## config.mk

```make
export PLATFORM = sky130hd
export DESIGN_NAME = prt_row_mac
export DESIGN_NICKNAME = d
export VERILOG_FILES = /design/src/rtl/point_rigid_transform_filter_core_macros.svh /design/src/rtl/prt_pkg.sv /design/src/rtl/prt_row_mac.sv
export SDC_FILE = /design/constraint.sdc
export NUM_CORES = 2
export LEC_CHECK = 0
export BUFFER_PORTS_ARGS = -buffer_cell sky130_fd_sc_hd__buf_4
export CAP_MARGIN = 25
export CORE_ASPECT_RATIO = 1.4
export CORE_MARGIN = 2
export CORE_UTILIZATION = 67
export DETAILED_ROUTE_END_ITERATION = 10
export PLACE_DENSITY = 0.94
export SLEW_MARGIN = 5
export SYNTH_ARGS = -nofsm -noshare
export SYNTH_HDL_FRONTEND = slang
export SYNTH_SLANG_ARGS = --single-unit
```

## constraint.sdc

```tcl
create_clock -name clk -period 12.5 [get_ports clk]
set_clock_uncertainty 0.1 [all_clocks]
set_input_delay 2.5 -clock clk [delete_from_list [all_inputs] [get_ports clk]]
set_output_delay 2.5 -clock clk [all_outputs]
set_load 0.01 [all_outputs]
```

## src/rtl/point_rigid_transform_filter_core_macros.svh

```systemverilog
// Assertion macros shared by the RTL of the point transform filter.
// Both macros expect a clock named clk in scope; PRT_ASSERT also expects an active-low reset named rst_n.
`ifndef POINT_RIGID_TRANSFORM_FILTER_CORE_MACROS_SVH
`define POINT_RIGID_TRANSFORM_FILTER_CORE_MACROS_SVH

// Checked on every rising edge outside of reset.
`define PRT_ASSERT(label, prop, msg) \
  label: assert property (@(posedge clk) disable iff (!rst_n) (prop)) else $error(msg);

// Checked on every rising edge, reset included.
`define PRT_ASSERT_ALWAYS(label, prop, msg) \
  label: assert property (@(posedge clk) (prop)) else $error(msg);

`endif

```

## src/rtl/prt_pkg.sv

```systemverilog
// Shared widths, register codes, reset values and helpers of the point transform filter.
// No dependencies; every other file of the block but the assertion macros header imports this package.
package prt_pkg;

  localparam int COORD_W    = 16;
  localparam int COLOR_W    = 8;
  localparam int COEF_W     = 16;
  localparam int FRAC_W     = 14;
  localparam int OFF_W      = 20;
  localparam int PROD_W     = 2 * COEF_W;
  localparam int ACC_W      = 35;
  localparam int ROW_W      = 3 * COEF_W;
  localparam int TRANS_W    = 3 * OFF_W;
  localparam int NUM_AXES   = 3;
  localparam int CFG_DATA_W = 64;
  localparam int CFG_ADDR_W = 6;
  localparam int REG_IDX_W  = 3;

  // Register indexes, at byte address 8 * index.
  localparam logic [REG_IDX_W-1:0] REG_USE_TRANSFORM = 3'd0;
  localparam logic [REG_IDX_W-1:0] REG_ROT_ROW_X     = 3'd1;
  localparam logic [REG_IDX_W-1:0] REG_ROT_ROW_Y     = 3'd2;
  localparam logic [REG_IDX_W-1:0] REG_ROT_ROW_Z     = 3'd3;
  localparam logic [REG_IDX_W-1:0] REG_TRANSLATION   = 3'd4;

  // Identity rotation: 1.0 in Q2.14 on the diagonal, row x in the low slot.
  localparam logic [COEF_W-1:0] COEF_ONE = 16'h4000;
  localparam logic [NUM_AXES-1:0][ROW_W-1:0] ROT_RESET = {
    {COEF_ONE, {COEF_W{1'b0}}, {COEF_W{1'b0}}},
    {{COEF_W{1'b0}}, COEF_ONE, {COEF_W{1'b0}}},
    {{COEF_W{1'b0}}, {COEF_W{1'b0}}, COEF_ONE}
  };

  // Load enables for the two register stages inside a row unit.
  typedef struct packed {
    logic ld_prod;
    logic ld_sum;
  } prt_row_ctl_t;

  // Divide by 2^FRAC_W with truncation toward zero, keep the low coordinate bits.
  function automatic logic [COORD_W-1:0] prt_trunc(input logic signed [ACC_W-1:0] acc);
    logic [ACC_W-1:0] biased;
    biased = acc + (acc[ACC_W-1] ? ACC_W'((1 << FRAC_W) - 1) : ACC_W'(0));
    return biased[FRAC_W +: COORD_W];
  endfunction

endpackage

```

## src/rtl/prt_row_mac.sv

```systemverilog
// One output coordinate: three Q2.14 products in one stage, their sum with the offset in the next.
// Depends on prt_pkg; stage advance comes from the top level as a prt_row_ctl_t.
module prt_row_mac (
  input  logic                              clk,
  input  prt_pkg::prt_row_ctl_t             ctl,
  input  logic [prt_pkg::ROW_W-1:0]         row_coef,
  input  logic signed [prt_pkg::OFF_W-1:0]  offset,
  input  logic signed [prt_pkg::COORD_W-1:0] x,
  input  logic signed [prt_pkg::COORD_W-1:0] y,
  input  logic signed [prt_pkg::COORD_W-1:0] z,
  output logic signed [prt_pkg::ACC_W-1:0]  acc
);
  import prt_pkg::*;

  logic signed [COEF_W-1:0] c0, c1, c2;
  logic signed [PROD_W-1:0] prod_nxt [NUM_AXES];
  logic signed [PROD_W-1:0] prod_r   [NUM_AXES];
  logic signed [OFF_W-1:0]  off_r;
  logic signed [ACC_W-1:0]  acc_nxt;
  logic signed [ACC_W-1:0]  acc_r;

  assign c0 = row_coef[0*COEF_W +: COEF_W];
  assign c1 = row_coef[1*COEF_W +: COEF_W];
  assign c2 = row_coef[2*COEF_W +: COEF_W];

  always_comb begin
    prod_nxt[0] = c0 * x;
    prod_nxt[1] = c1 * y;
    prod_nxt[2] = c2 * z;
  end

  // The offset is whole millimetres, so it enters the sum shifted up by the fraction width.
  assign acc_nxt = ACC_W'(prod_r[0]) + ACC_W'(prod_r[1]) + ACC_W'(prod_r[2])
                 + {{(ACC_W-OFF_W-FRAC_W){off_r[OFF_W-1]}}, off_r, {FRAC_W{1'b0}}};

  always_ff @(posedge clk) begin
    if (ctl.ld_prod) begin
      prod_r <= prod_nxt;
      off_r  <= offset;
    end
    if (ctl.ld_sum) begin
      acc_r <= acc_nxt;
    end
  end

  assign acc = acc_r;
endmodule

```

# After elaboration in Yosys (flattened, before gate mapping)
# Index checks and enable logic that the tools add are counted.
# classes
n_mul	3
addsub	3
# op_table
cell	n
16-bit by 16-bit multiplier with 32-bit output	3
34-bit by 34-bit adder with 35-bit output	1
33-bit by 32-bit adder with 34-bit output	1
32-bit by 32-bit adder with 33-bit output	1
# word_totals
register_bits	151
out_inout_bits	35
inputBits	119
word_cells	11

# Depth between registers and ports, before layout
# depth
ltp_word	3
depth_mapped	23
depth_no_buf	22

# Worst setup path after synthesis
# No wires, ideal clock.
# synth_timing
path_type	input port to flip-flop
start	in row_coef[47] (netlist bit)
end	reg prod_r[31] (netlist bit), data pin
n_path_buf	2
setup_ns	0.174
t_required_ns	12.226
cell_stages	19
slack_ns	4.027
t_arrival_ns	8.199
cell_sequence	clkbuf_1 nand2_1 inv_1 fa_1 fa_1 fa_1 fa_1 fa_1 inv_1 fa_1 inv_1 ha_1 clkbuf_1 nand2_1 or3_4 or4_4 a31oi_4 nor4_1 a311oi_1
# synth_rtl
item	line_no	source
from (decl)	prt_row_mac.sv:6	input logic [prt_pkg::ROW_W-1:0] row_coef,
to (signal assigned)	prt_row_mac.sv:38	prod_r <= prod_nxt;
to (decl)	prt_row_mac.sv:17	logic signed [PROD_W-1:0] prod_r [NUM_AXES];

==> results.md <==
* Post-synthesis cell count at 3,701
* Post-route ant nets at 0
* Gpl congestion at 0.9495
* Cell Area, Synth at 36,860 sq um
* Post-synthesis async set-or-reset flop share at 0%
* RSZ-0062 raised after global routing: false
* Number of buffers created by CTS at 17
* Status: finished, final reports clean
* First-pass DRT Iterations at 6
* Yosys reg bits at 151
* Worst Hold Slack at about 660 ps
* Drt wl/cell at between 20 and 25 microns
* Yosys cell types at 71
* Max Cap Violations at 0
* Arr. time, crit path at around 9000 ps
* Largest cells by area after synthesis: fa_1, edfxtp_1, ha_1
* Post-route cell area at 39,080 sq um
* Die Ht at 281.5 microns
* Fin crit period at a little under 9000 ps
* Cts hold-fix bufs at 0
* Vias at ~27,000
* Critical Path Fanout Max at 16
* CP startpoint kind: primary input
* Vias per inst at 5.979
* Clk buf depth at 2
* CTS tree: yes
* # port buffers at 153
* Clock Pin Slew Worst Setup and Hold Paths at 70 ps
* Critical path type: primary input to register
* Setup Fix Bufs, Post-CTS at 0
* Final Max Slew Viols at 0
* Largest net degree at the start of global routing at 80
* Worst hold path class: register to register
* Max_slew headroom at 31.78%
* Crit path required time at ~13,000 ps
* Dominant synthesized flop cell: edfxtp_1
* DRC violations left at 0
* TNS Setup at 0 ps
* Fillers at about 3,400
* DPL Wire Length at 74,230 microns
* Number of top-level pins at between 150 and 200
* Initial antenna violation count at 1
* Initial Utilization at 67.82%
* First-pass GRT wire length at roughly 150,000 microns
* Share of cells above drive strength 1 at 5.575%
* Gr ovfl total at 0
* Slew @ Worst Pin at 1023 ps
* Syn_area_per_cell at 9.958 sq um
* Die ar. at 56,930 sq um
* H-tree Lvls at 4
* Gr usage total at 34.50%
* Vias in the first global route at 30,580
* Area growth, synth to finish at 6.023%
* Total Wirelength at 92,100 microns
* Placed inst area at between 30,000 and 40,000 sq um
* Register area share after synthesis at 12.30%
* Skew-Pair Late Insertion Delay at 430 ps
* Fmax at 112.5 MHz
* Yosys warns at 0
* Die Wd at 202.2 microns
* DR iter-0 viols at 2,178
* Final cycle utilization of the critical path at 71.11%
* Core Area at around 54,000 sq um
* CTS root buf: clkbuf_16
* Final setup viols at 0
* Row count at around 100
* CP endpoint kind: register
* Post-synth EDFFs at 151
* Syn_nets at 4,950
* # nets final at approximately 5,000
* # resized after CTS at 0
* Cell taking the most area after synthesis: fa_1
* Final hold violations at 0
* Area fraction of the dominant cell type after synthesis at 45.57%
* Clk sink count at 151
==> through the flow <==
stage,cells,util (%),worst slack (ps)
2_1_floorplan,3701,-,4027
3_3_place_gp,4475,70.91,3899
3_5_place_dp,4475,70.91,3611
4_1_cts,4506,71.90,3865
5_1_grt,4507,71.91,3495
6_report,4507,71.91,3612
==> layout by cell type (no fill, tap or decap), types with 11 or more instances in the layout <==
cell type / instances
and3_1: 11
o21ai_0: 62
nand2_1: 406
o211ai_1: 11
nand2b_1: 24
ha_1: 291
nor2_1: 93
buf_4: 154
a21o_1: 46
fa_1: 839
o21a_1: 14
xnor2_1: 100
o21bai_1: 15
nand3_1: 21
xor2_1: 23
nor3_1: 25
a211oi_1: 14
a21oi_1: 92
and2_1: 367
edfxtp_1: 151
clkbuf_16: 17
inv_1: 883
==> flip-flops by register name (all words and copies together) (netlist names) <==
| register | count |
|---|---|
| acc | 35 |
| off_r | 20 |
| prod_r | 96 |
==> final cells by class <==
type / count / area, sq um / area share, %
multi-input combinational: 2566 / 28630 / 73.26
sequential: 151 / 4534 / 11.60
inverter: 883 / 3314 / 8.482
timing repair buffer: 154 / 1156 / 2.959
tap: 721 / 902.1 / 2.309
clock buffer: 18 / 429.2 / 1.098
clock inverter: 13 / 111.4 / 0.2850
antenna: 1 / 2.502 / 0.006404
==> worst max-delay path: stages <==
cell and delay, ps:
buf_4 170, nand2_1 120, inv_1 90, fa_1 650, fa_1 910, fa_1 550, fa_1 570, fa_1 440
fa_1 490, ha_1 400, o21a_1 230, o21ai_2 160, or3_4 170, nor2_1 70, a2111oi_0 910, nor2_1 230
o311ai_1 360
==> per-layer routing <==
metal	global-route usage, %	up-vias	routed length, microns	part of all wire [%]
met4	22.08	0	7291	7.9
met1	38.49	13550	29680	32
li1	-	11310	-	-
met3	5.398	557	6917	7.5
met5	0	-	0	0
met2	61.74	1533	48210	52
==> path summary, 6_finish.rpt <==
path,startpoint,end,slack (ps),cells after the start
worst max-delay path,row_coef[47],prod_r[30],3610,17
worst min-delay path,prod_r[1],acc[1],660,2
worst max register to register,prod_r[34],acc[32],8230,12
worst min register to register,prod_r[1],acc[1],660,2
==> kinds of logic (layout without fill, tap and decap cells) <==
family / after synthesis / after routing / synth area share, %
compound gates: 319 / 319 / 5.805
mux: 3 / 3 / 0.08148
fa+ha+maj: 1130 / 1130 / 55.45
flops: 151 / 151 / 12.30
buf+inv: 984 / 1068 / 10.03
xor+xnor: 123 / 123 / 2.923
other cells: 0 / 1 / 0
simple gates: 991 / 991 / 13.41
==> cells in the mapped netlist (all sizes together) (5+ instances only) <==
cell type and number:
edfxtp 151, nor3 25, a21o 46, nor2 93
a21oi 94, o21bai 15, and2 367, a31o 7
o21a 14, fa 839, a31oi 8, a2111oi 5
nor2b 9, nand3 21, or3 5, xor2 23
o311ai 6, nand4 7, a211oi 15, and3 11
inv 883, xnor2 100, o211ai 11, clkbuf 99
o31ai 6, nand3b 7, ha 291, nand2b 24
nand2 406, o21ai 66
Power is left out: the tool's default activity adds up to more than one toggle a clock period on the data nets, which glitch-free logic cannot reach.
